--- src/rtl/hsv_pkg.sv ---
// ----------------------------------------------------------------------------
// hsv_pkg
// Types and constants of the HSV to RGB converter.
// ----------------------------------------------------------------------------
package hsv_pkg;

	localparam int HUE_FRACTION_BITS = 4;

	localparam int HUE_W   = 13;
	localparam int PCT_W   = 7;
	localparam int CH_W    = 8;
	localparam int PCT_MAX = 100;

	localparam int SECTOR_SIZE = 60 << HUE_FRACTION_BITS;
	localparam int FULL_TURN   = 360 << HUE_FRACTION_BITS;
	localparam int HUE_EXT_W   = ($clog2(FULL_TURN + 1) > HUE_W) ?
		$clog2(FULL_TURN + 1) : HUE_W;
	localparam int R_W         = $clog2(SECTOR_SIZE);

	// channel factors, scaled by 100 * SECTOR_SIZE
	localparam int FULL_FACTOR = PCT_MAX * SECTOR_SIZE;
	localparam int A_W         = $clog2(FULL_FACTOR + 1);

	// numerator v * factor, denominator 10000 * SECTOR_SIZE
	localparam longint NUM_MAX = longint'(PCT_MAX) * longint'(FULL_FACTOR);
	localparam int     NUM_W   = $clog2(NUM_MAX + 1);
	localparam longint DEN     = longint'(PCT_MAX * PCT_MAX) * longint'(SECTOR_SIZE);

	// round half up: (510 * num + den) / (2 * den), 2 * den = DIV << DEN_SHIFT
	localparam longint CH_SCALE  = 2 * 255;
	localparam longint N_MAX     = CH_SCALE * NUM_MAX + DEN;
	localparam int     N_W       = $clog2(N_MAX + 1);
	localparam int     DEN_SHIFT = HUE_FRACTION_BITS + 5;
	localparam longint DIV       = (2 * PCT_MAX * PCT_MAX * 60) / 32;

	// exact reciprocal divide for X_W-bit operands
	localparam longint X_MAX   = N_MAX >> DEN_SHIFT;
	localparam int     X_W     = $clog2(X_MAX + 1);
	localparam int     DIV_W   = $clog2(DIV);
	localparam int     RECIP_K = X_W + DIV_W;
	localparam longint RECIP   = ((64'd1 << RECIP_K) + DIV - 64'd1) / DIV;
	localparam int     RECIP_W = $clog2(RECIP + 1);
	localparam int     PROD_W  = X_W + RECIP_W;

	typedef struct packed {
		logic [HUE_W-1:0] hue;
		logic [PCT_W-1:0] saturation;
		logic [PCT_W-1:0] brightness;
	} hsv_t;

	typedef struct packed {
		logic [CH_W-1:0] red;
		logic [CH_W-1:0] green;
		logic [CH_W-1:0] blue;
	} rgb_t;

	typedef enum logic [2:0] {
		SEC_RED     = 3'd0,
		SEC_YELLOW  = 3'd1,
		SEC_GREEN   = 3'd2,
		SEC_CYAN    = 3'd3,
		SEC_BLUE    = 3'd4,
		SEC_MAGENTA = 3'd5
	} sector_t;

	typedef struct packed {
		sector_t          sector;
		logic [R_W-1:0]   offset;
		logic [PCT_W-1:0] saturation;
		logic [PCT_W-1:0] brightness;
	} hsv_sec_t;

	typedef struct packed {
		logic [A_W-1:0]   red;
		logic [A_W-1:0]   green;
		logic [A_W-1:0]   blue;
		logic [PCT_W-1:0] brightness;
	} hsv_fac_t;

endpackage

--- src/rtl/hsv_sector.sv ---
// ----------------------------------------------------------------------------
// hsv_sector
// Clamps percents, zeroes hue >= full turn, splits sector/offset. One stage.
// ----------------------------------------------------------------------------
module hsv_sector (
	input  logic              clk,
	input  logic              arst_n,
	input  logic              up_valid,
	output logic              up_ready,
	input  hsv_pkg::hsv_t     up_data,
	output logic              dn_valid,
	input  logic              dn_ready,
	output hsv_pkg::hsv_sec_t dn_data
);

	logic [hsv_pkg::HUE_EXT_W-1:0] h;
	logic [hsv_pkg::HUE_EXT_W-1:0] base;
	hsv_pkg::sector_t               sec;
	hsv_pkg::hsv_sec_t              nxt;
	logic                           valid_s1;
	hsv_pkg::hsv_sec_t              data_s1;

	always_comb begin
		h = hsv_pkg::HUE_EXT_W'(up_data.hue);
		// full turn and above wrap to zero
		if (h >= hsv_pkg::HUE_EXT_W'(hsv_pkg::FULL_TURN)) begin
			h = '0;
		end
		priority if (h >= hsv_pkg::HUE_EXT_W'(5 * hsv_pkg::SECTOR_SIZE)) begin
			sec  = hsv_pkg::SEC_MAGENTA;
			base = hsv_pkg::HUE_EXT_W'(5 * hsv_pkg::SECTOR_SIZE);
		end else if (h >= hsv_pkg::HUE_EXT_W'(4 * hsv_pkg::SECTOR_SIZE)) begin
			sec  = hsv_pkg::SEC_BLUE;
			base = hsv_pkg::HUE_EXT_W'(4 * hsv_pkg::SECTOR_SIZE);
		end else if (h >= hsv_pkg::HUE_EXT_W'(3 * hsv_pkg::SECTOR_SIZE)) begin
			sec  = hsv_pkg::SEC_CYAN;
			base = hsv_pkg::HUE_EXT_W'(3 * hsv_pkg::SECTOR_SIZE);
		end else if (h >= hsv_pkg::HUE_EXT_W'(2 * hsv_pkg::SECTOR_SIZE)) begin
			sec  = hsv_pkg::SEC_GREEN;
			base = hsv_pkg::HUE_EXT_W'(2 * hsv_pkg::SECTOR_SIZE);
		end else if (h >= hsv_pkg::HUE_EXT_W'(hsv_pkg::SECTOR_SIZE)) begin
			sec  = hsv_pkg::SEC_YELLOW;
			base = hsv_pkg::HUE_EXT_W'(hsv_pkg::SECTOR_SIZE);
		end else begin
			sec  = hsv_pkg::SEC_RED;
			base = '0;
		end
		nxt.sector = sec;
		nxt.offset = hsv_pkg::R_W'(h - base);
		nxt.saturation = (up_data.saturation > hsv_pkg::PCT_W'(hsv_pkg::PCT_MAX)) ?
			hsv_pkg::PCT_W'(hsv_pkg::PCT_MAX) : up_data.saturation;
		nxt.brightness = (up_data.brightness > hsv_pkg::PCT_W'(hsv_pkg::PCT_MAX)) ?
			hsv_pkg::PCT_W'(hsv_pkg::PCT_MAX) : up_data.brightness;
	end

	assign up_ready = !valid_s1 || dn_ready;

	always_ff @(posedge clk or negedge arst_n) begin
		if (!arst_n) begin
			valid_s1 <= 1'b0;
		end else if (up_ready) begin
			valid_s1 <= up_valid;
		end
	end

	always_ff @(posedge clk) begin
		if (up_valid && up_ready) begin
			data_s1 <= nxt;
		end
	end

	assign dn_valid = valid_s1;
	assign dn_data  = data_s1;

endmodule

--- src/rtl/hsv_factor.sv ---
// ----------------------------------------------------------------------------
// hsv_factor
// Forms the v, p, q and t factors and routes them to the channels. One stage.
// ----------------------------------------------------------------------------
module hsv_factor (
	input  logic              clk,
	input  logic              arst_n,
	input  logic              up_valid,
	output logic              up_ready,
	input  hsv_pkg::hsv_sec_t up_data,
	output logic              dn_valid,
	input  logic              dn_ready,
	output hsv_pkg::hsv_fac_t dn_data
);

	logic [hsv_pkg::A_W-1:0] s_ext;
	logic [hsv_pkg::A_W-1:0] r_ext;
	logic [hsv_pkg::A_W-1:0] f_v;
	logic [hsv_pkg::A_W-1:0] f_p;
	logic [hsv_pkg::A_W-1:0] f_q;
	logic [hsv_pkg::A_W-1:0] f_t;
	hsv_pkg::hsv_fac_t       nxt;
	logic                    valid_s2;
	hsv_pkg::hsv_fac_t       data_s2;

	always_comb begin
		s_ext = hsv_pkg::A_W'(up_data.saturation);
		r_ext = hsv_pkg::A_W'(up_data.offset);
		f_v = hsv_pkg::A_W'(hsv_pkg::FULL_FACTOR);
		f_p = (hsv_pkg::A_W'(hsv_pkg::PCT_MAX) - s_ext) * hsv_pkg::A_W'(hsv_pkg::SECTOR_SIZE);
		f_q = f_v - s_ext * r_ext;
		f_t = f_v - s_ext * (hsv_pkg::A_W'(hsv_pkg::SECTOR_SIZE) - r_ext);
		nxt.brightness = up_data.brightness;
		unique case (up_data.sector)
			hsv_pkg::SEC_RED: begin
				nxt.red = f_v; nxt.green = f_t; nxt.blue = f_p;
			end
			hsv_pkg::SEC_YELLOW: begin
				nxt.red = f_q; nxt.green = f_v; nxt.blue = f_p;
			end
			hsv_pkg::SEC_GREEN: begin
				nxt.red = f_p; nxt.green = f_v; nxt.blue = f_t;
			end
			hsv_pkg::SEC_CYAN: begin
				nxt.red = f_p; nxt.green = f_q; nxt.blue = f_v;
			end
			hsv_pkg::SEC_BLUE: begin
				nxt.red = f_t; nxt.green = f_p; nxt.blue = f_v;
			end
			hsv_pkg::SEC_MAGENTA: begin
				nxt.red = f_v; nxt.green = f_p; nxt.blue = f_q;
			end
			default: begin
				nxt.red = f_v; nxt.green = f_p; nxt.blue = f_q;
			end
		endcase
	end

	assign up_ready = !valid_s2 || dn_ready;

	always_ff @(posedge clk or negedge arst_n) begin
		if (!arst_n) begin
			valid_s2 <= 1'b0;
		end else if (up_ready) begin
			valid_s2 <= up_valid;
		end
	end

	always_ff @(posedge clk) begin
		if (up_valid && up_ready) begin
			data_s2 <= nxt;
		end
	end

	assign dn_valid = valid_s2;
	assign dn_data  = data_s2;

endmodule

--- src/rtl/hsv_round.sv ---
// ----------------------------------------------------------------------------
// hsv_round
// Scales each factor by v and rounds to 8 bits with a reciprocal divide.
// Three stages: product, rounding numerator, reciprocal multiply.
// ----------------------------------------------------------------------------
module hsv_round (
	input  logic              clk,
	input  logic              arst_n,
	input  logic              up_valid,
	output logic              up_ready,
	input  hsv_pkg::hsv_fac_t up_data,
	output logic              dn_valid,
	input  logic              dn_ready,
	output hsv_pkg::rgb_t     dn_data
);

	logic [2:0][hsv_pkg::A_W-1:0]    fac;
	logic [2:0][hsv_pkg::NUM_W-1:0]  num_nxt;
	logic [2:0][hsv_pkg::X_W-1:0]    x_nxt;
	logic [2:0][hsv_pkg::PROD_W-1:0] prod;
	logic [2:0][hsv_pkg::CH_W-1:0]   ch_nxt;
	logic [hsv_pkg::N_W-1:0]         n_tmp;

	logic                            valid_s3;
	logic                            valid_s4;
	logic                            valid_s5;
	logic [2:0][hsv_pkg::NUM_W-1:0]  num_s3;
	logic [2:0][hsv_pkg::X_W-1:0]    x_s4;
	logic [2:0][hsv_pkg::CH_W-1:0]   ch_s5;
	logic                            en_s3;
	logic                            en_s4;
	logic                            en_s5;

	assign fac[0] = up_data.red;
	assign fac[1] = up_data.green;
	assign fac[2] = up_data.blue;

	always_comb begin
		n_tmp = '0;
		for (int c = 0; c < 3; c++) begin
			num_nxt[c] = hsv_pkg::NUM_W'(up_data.brightness) * hsv_pkg::NUM_W'(fac[c]);
			n_tmp = hsv_pkg::N_W'(num_s3[c]) * hsv_pkg::N_W'(hsv_pkg::CH_SCALE)
				+ hsv_pkg::N_W'(hsv_pkg::DEN);
			x_nxt[c] = hsv_pkg::X_W'(n_tmp >> hsv_pkg::DEN_SHIFT);
			prod[c] = hsv_pkg::PROD_W'(x_s4[c]) * hsv_pkg::PROD_W'(hsv_pkg::RECIP);
			ch_nxt[c] = prod[c][hsv_pkg::RECIP_K +: hsv_pkg::CH_W];
		end
	end

	assign en_s5    = !valid_s5 || dn_ready;
	assign en_s4    = !valid_s4 || en_s5;
	assign en_s3    = !valid_s3 || en_s4;
	assign up_ready = en_s3;

	always_ff @(posedge clk or negedge arst_n) begin
		if (!arst_n) begin
			valid_s3 <= 1'b0;
			valid_s4 <= 1'b0;
			valid_s5 <= 1'b0;
		end else begin
			if (en_s3) begin
				valid_s3 <= up_valid;
			end
			if (en_s4) begin
				valid_s4 <= valid_s3;
			end
			if (en_s5) begin
				valid_s5 <= valid_s4;
			end
		end
	end

	always_ff @(posedge clk) begin
		if (en_s3 && up_valid) begin
			num_s3 <= num_nxt;
		end
		if (en_s4 && valid_s3) begin
			x_s4 <= x_nxt;
		end
		if (en_s5 && valid_s4) begin
			ch_s5 <= ch_nxt;
		end
	end

	assign dn_valid      = valid_s5;
	assign dn_data.red   = ch_s5[0];
	assign dn_data.green = ch_s5[1];
	assign dn_data.blue  = ch_s5[2];

endmodule

--- src/rtl/hsv_to_rgb.sv ---
// ----------------------------------------------------------------------------
// hsv_to_rgb
// HSV to 8-bit RGB converter, five register stages.
// Throughput: one beat per cycle while the output is not stalled; each stage
// holds one beat and takes a new one as soon as it empties, so a stalled
// output only fills the pipeline.
// Reset: arst_n clears all stage valid bits; data registers are not reset.
// ----------------------------------------------------------------------------
module hsv_to_rgb (
	input  logic          clk,
	input  logic          arst_n,
	input  logic          hsv_valid,
	output logic          hsv_ready,
	input  hsv_pkg::hsv_t hsv,
	output logic          rgb_valid,
	input  logic          rgb_ready,
	output hsv_pkg::rgb_t rgb
);

	logic              sec_valid;
	logic              sec_ready;
	hsv_pkg::hsv_sec_t sec_data;
	logic              fac_valid;
	logic              fac_ready;
	hsv_pkg::hsv_fac_t fac_data;

	hsv_sector u_sector (
		.clk      (clk),
		.arst_n   (arst_n),
		.up_valid (hsv_valid),
		.up_ready (hsv_ready),
		.up_data  (hsv),
		.dn_valid (sec_valid),
		.dn_ready (sec_ready),
		.dn_data  (sec_data)
	);

	hsv_factor u_factor (
		.clk      (clk),
		.arst_n   (arst_n),
		.up_valid (sec_valid),
		.up_ready (sec_ready),
		.up_data  (sec_data),
		.dn_valid (fac_valid),
		.dn_ready (fac_ready),
		.dn_data  (fac_data)
	);

	hsv_round u_round (
		.clk      (clk),
		.arst_n   (arst_n),
		.up_valid (fac_valid),
		.up_ready (fac_ready),
		.up_data  (fac_data),
		.dn_valid (rgb_valid),
		.dn_ready (rgb_ready),
		.dn_data  (rgb)
	);

endmodule

--- config.mk ---
export PLATFORM = sky130hd
export DESIGN_NAME = hsv_to_rgb
export DESIGN_NICKNAME = d
export VERILOG_FILES = /design/src/rtl/hsv_pkg.sv /design/src/rtl/hsv_sector.sv /design/src/rtl/hsv_factor.sv /design/src/rtl/hsv_round.sv /design/src/rtl/hsv_to_rgb.sv
export SDC_FILE = /design/constraint.sdc
export NUM_CORES = 2
export LEC_CHECK = 0
export BUFFER_PORTS_ARGS = -buffer_cell sky130_fd_sc_hd__clkbuf_2
export CELL_PAD_IN_SITES_DETAIL_PLACEMENT = 2
export CELL_PAD_IN_SITES_GLOBAL_PLACEMENT = 2
export CORE_UTILIZATION = 45
export CTS_CLUSTER_SIZE = 40
export DETAILED_ROUTE_END_ITERATION = 10
export PLACE_DENSITY = 0.9
export SETUP_SLACK_MARGIN = 0.02
export SLEW_MARGIN = 25
export SYNTH_ARGS = -nofsm -noshare
export SYNTH_HDL_FRONTEND = slang
export SYNTH_SLANG_ARGS = --single-unit
--- constraint.sdc ---
create_clock -name clk -period 8.45 [get_ports clk]
set_input_delay 0 -clock clk [delete_from_list [all_inputs] [get_ports clk]]
set_output_delay 0 -clock clk [all_outputs]
set_load 0.02 [all_outputs]
[Yosys cells after proc, flatten, opt, wreduce, memory -nomap -nowiden]
Cells that the tools add are included.
Storage, ports and cells
  bits in registers: 258
  input bits: 31
  output and inout port bits: 26
Cells by class
  add/subtract/negate cells: 8
  multipliers: 12
  $lt $le $gt $ge: 8
  equality and inequality tests: 4
  mux-type cells: 11
  reductions and logical operators: 17
Operator list (count)
  $pmux 51 s5: 1
  $mul 24x25->48 const B: 3
  $add 33x24->33 const B: 3
  $mul 24x8->32 const B: 3
  $mul 7x17->24: 3
  $mux 10: 5
  $sub 17x17->17 const A: 2
  $ge 13x12->1 const B: 2
  $ge 13x13->1 const B: 2
  $mul 17x4->11 const B: 1
  $mul 7x10->17: 1
  $mul 7x17->17: 1
  $gt 7x7->1 const B: 2
  $ge 13x10->1 const B: 1
  $ge 13x11->1 const B: 1
  $mux 13: 1
  $sub 10x10->11 const A: 1
  $sub 10x10->10: 1
  $sub 7x7->8 const A: 1
  $eq 3x2->1 const B: 2
  $mux 3: 2
  $logic_and 1x1->1: 5
  $logic_not 1->1: 5
  $logic_or 1x1->1: 5
  5 further kinds: 6

[Depth between registers and ports, before layout]
  depth in word-level cells: 9
  gate-level depth with buffers: 27
  mapped depth without buffers: 27

[Cells and area by module]
Synthesis repeated with hierarchy kept, for this count alone.
Second synthesis, totals
  cells, all modules: 7026
  area, all modules: 71353.4 µm²
Modules (own cells, without submodules)
  hsv_round: instances 1, cells an instance 5959, area an instance 60939.7 µm²
  hsv_factor: instances 1, cells an instance 950, area an instance 9003.6 µm²
  hsv_sector: instances 1, cells an instance 117, area an instance 1410.1 µm²

[Worst setup path after synthesis]
OpenSTA, ideal clock, no wires.
  kind: register to register
  from: register u_round.x_s4[50] in the netlist's numbering
  to: register u_round.ch_s5, in the netlist u_round.dn_data[7], data pin
  library setup time: 0.266 ns
  arrival time: 6.713 ns
  required time: 8.184 ns
  slack: 1.471 ns
  stages on the path, launching flop included: 26
  clock period less this slack: 6.979 ns
  cell sequence: edfxtp_1 -> fa_1 -> inv_1 -> fa_1 -> inv_1 -> fa_1 -> inv_1 -> fa_1 -> inv_1 -> fa_1 -> fa_1 -> inv_1 -> fa_1 -> inv_1 -> ha_1 -> a21oi_1 -> o22ai_1 -> o21a_1 -> o21ai_0 -> a21oi_1 -> o41ai_1 -> a2111oi_0 -> o21a_1 -> o31a_1 -> o41ai_1 -> xnor2_1
RTL lines
  from (decl): RTL line hsv_round.sv:28  | logic [2:0][hsv_pkg::X_W-1:0] x_s4;
  from (signal assigned): RTL line hsv_round.sv:78  | x_s4 <= x_nxt;
  to (signal assigned): RTL line hsv_round.sv:81  | ch_s5 <= ch_nxt;
  to (decl): RTL line hsv_round.sv:29  | logic [2:0][hsv_pkg::CH_W-1:0] ch_s5;

[Worst setup path in the final report]
  from: register u_round.num_s3[49] in the netlist's numbering
  to: register u_round.x_s4[71] in the netlist's numbering, data pin
On the way
  longest elaborated chain between the ends: 2
Ends and longest elaborated chain
  from (decl): RTL line hsv_round.sv:27  | logic [2:0][hsv_pkg::NUM_W-1:0] num_s3;
  from (signal assigned): RTL line hsv_round.sv:75  | num_s3 <= num_nxt;
  $mul 24x8->32: RTL line hsv_round.sv:42  | n_tmp = hsv_pkg::N_W'(num_s3[c]) * hsv_pkg::N_W'(hsv_pkg::CH_SCALE)
  $add 33x24->33: RTL line hsv_round.sv:43  | + hsv_pkg::N_W'(hsv_pkg::DEN);
  net u_round.n_tmp, one bit: RTL line hsv_round.sv:22  | logic [hsv_pkg::N_W-1:0] n_tmp;
The timed path passes the listed nets, and every way through them passes these cells.
A chain may end at the register's enable or synchronous reset.

==> qor.txt <==
Antenna violations before repair = 5
Buffers on Ports = 56
FF+latch area = 0.00772 mm²
Area added between synthesis and finish = 6.29%
Crit end category = register
First-pass GRT wire length = 487 mm
Placed cells = 8979
WP data required = 8.91 ns
Violated checks = setup timing
Total Routed Length = 336 mm
Vias in the first global route = 69596
Worst slew margin = 26.8%
Synth warn = 0
Synth Flop Type = edfxtp_1
DP Worst Slack = 0.240 ns
Synthesized area per cell = 10.2 µm²
Core ar. = 0.156 mm²
Mapped Cells = 6950
Unrepaired setup endpoints after global routing = false
CP top delay family = compound AO/OA/AOI/OAI gates
Status = finished, violations left
Slew @ Worst Pin = 1.10 ns
CTS tree = yes
Synth top area cells = fa_1 (42%), ha_1 (18%), edfxtp_1 (11%)
Clock sinks = 258
Post-Syn Area = 0.0709 mm²
Library cells used by synthesis = 101
Fin cells = 9093
Post-route ant nets = 0
Fin crit share = 101%
Mapped Nets = 9497
Global-route usage over all layers = 42.5%
Die H = 399 µm
Slew Viols, Final = 0
Commonest non-fill, non-tap cell in the layout = inv_1
Final WS setup = -0.0967 ns
Worst path max stage delay = 0.71 ns
Synth top area share = 41.6%
Hold Vio Cnt, Final = 0
Crit path max-delay cell type = a2111oi_1
Area of the multi-input gates = 0.0554 mm²
Initial Utilization = 45.3%
Vias per cell = 6.31
DP HPWL = 231 mm
Routed via count = 57354
Die width = 399 µm
Rows = 145
Hold Path Class = input pin to register
Worst Path Max Fanout = 5
H-tree depth = 2
Final Skew = 0.0419 ns
Reg2reg setup slack = -0.1 ns
Fmax = 0.117 GHz
Clock-pin slew on the worst setup and hold paths = 0.08 ns
Critical path class = register to register
Seq/Total Area, Yosys = 10.9%
Clock Tree Buf Depth = 3
Die area = 0.159 mm²
CP dominant cell by count = inv_1
Share of post-route cells with drive strength above 1 = 3.36%
Utilization after layout = 48.2%
Post-synth EDFFs = 253
Grt ovf = 0
Worst EP arrival = 9.00 ns
Wire per inst = 37.0 µm
Root Driver = clkbuf_16
Max-cap viol count = 0
Startpoint Class = register
Placer Congestion = 0.955
Post-synth ARST share = 1.94%
Final setup violation count = 2
Starting DRT DRC Count = 4856
Num CTS Buffers = 41
DR DRC count = 0
Crit path time final = 8.55 ns
Biggest area consumer among synthesized cells = fa_1
Largest net degree at the start of global routing = 73
Crit path buf inv count = 5
Worst skew pair latency = 0.72 ns
Nets = 9548
Filler cell count = 15995
Num ports = 57
Most frequent cells in the layout = inv_1 (1984), fa_1 (1472), ha_1 (1042)
Synth Register Bits = 258
Pre-Repair DR Iteration Count = 6
[tightest hold or removal path, delay by kind of cell]
family,cells,cell delay [ns]
xor gates and xnor gates,1,0.11
adders and majority gates,1,0.20
buffers and inverters,1,0.15
and+or+nand+nor,1,0.15
[per-stage QoR]
stage / area, µm² / setup TNS [ns] / hold WS [ns]
2_1_floorplan: 70900 / 0 / -0.296
4_1_cts: 75300 / 0 / 0.0398
3_5_place_dp: 73500 / 0 / -0.104
3_3_place_gp: 73500 / 0 / -0.129
5_1_grt: 75400 / 0 / 0.0957
6_report: 75400 / -0.140 / 0.0897
[layout make-up]
class	instances	share of cell area, %
Multi-Input combinational cell	4601	73.5
Sequential cell	258	10.2
Inverter	1985	9.89
Tap cell	2058	3.42
Clock buffer	49	1.46
Timing Repair Buffer	114	1.09
Clock inverter	25	0.392
Antenna cell	3	0.00996
[path summary, 6_finish.rpt]
check / from / end / cells past startpoint
max in group asynchronous: arst_n / u_round.dn_valid / 3
hold / removal: hsv[22] / u_sector.dn_data[22] / 4
setup reg to reg: u_round.num_s3[49] / u_round.x_s4[71] / 27
hold reg to reg: u_sector.dn_data[4] / u_factor.dn_data[4] / 0
setup / recovery: u_round.num_s3[49] / u_round.x_s4[71] / 27
min in group asynchronous: arst_n / u_sector.dn_valid / 3
[cells in the mapped netlist, types with 24 or more instances]
| library cell | n |
|---|---|
| edfxtp_1 | 253 |
| xnor2_1 | 205 |
| o21bai_1 | 39 |
| and2_1 | 222 |
| a21oi_1 | 165 |
| nand2_1 | 423 |
| fa_1 | 1474 |
| nor3_1 | 61 |
| nand3_1 | 48 |
| o21ai_0 | 101 |
| o21a_1 | 35 |
| xor2_1 | 84 |
| a21o_1 | 73 |
| nor2_1 | 166 |
| ha_1 | 1042 |
| nand2b_1 | 28 |
| clkbuf_1 | 95 |
| nor2b_1 | 45 |
| and3_1 | 24 |
| inv_1 | 1985 |
[logic make-up (layout without fill, tap and decap cells)]
family,after synthesis,in the layout,share of synthesized area [%]
AOI/OAI and AO/OA,673,673,6.62
xor gates and xnor gates,291,291,3.63
adders and majority gates,2518,2518,60.0
buffers and inverters,2091,2173,11.1
DFF,258,258,10.9
muxes,7,7,0.101
other,0,3,0
and+or+nand+nor,1112,1112,7.63
[sequential cells by signal (all words and copies together) (netlist names)]
register,count
u_round.num_s3,72
u_round.x_s4,72
u_factor.dn_data,58
u_sector.dn_data,27
u_round.dn_data,24
u_factor.dn_valid,1
u_round.dn_valid,1
u_round.valid_s3,1
u_round.valid_s4,1
u_sector.dn_valid,1
[metal layers]
layer / GRT usage [%] / vias to the layer above / part of all wire (%)
met5: 0 / - / 0.012
met2: 72.9 / 4040 / 49
met3: 9.92 / 2119 / 7.5
met1: 43.3 / 29679 / 33
met4: 37.7 / 6 / 11
li1: - / 21510 / -
[repair_timing]
action,CTS,global route
gates resized for setup,2,13
hold endpoints to repair,34,0
setup endpoints to repair,6,13
setup buffers,0,2
hold buffers,34,0
Power is left out: the tool's default activity adds up to more than one toggle a clock period on the data nets, which glitch-free logic cannot reach.
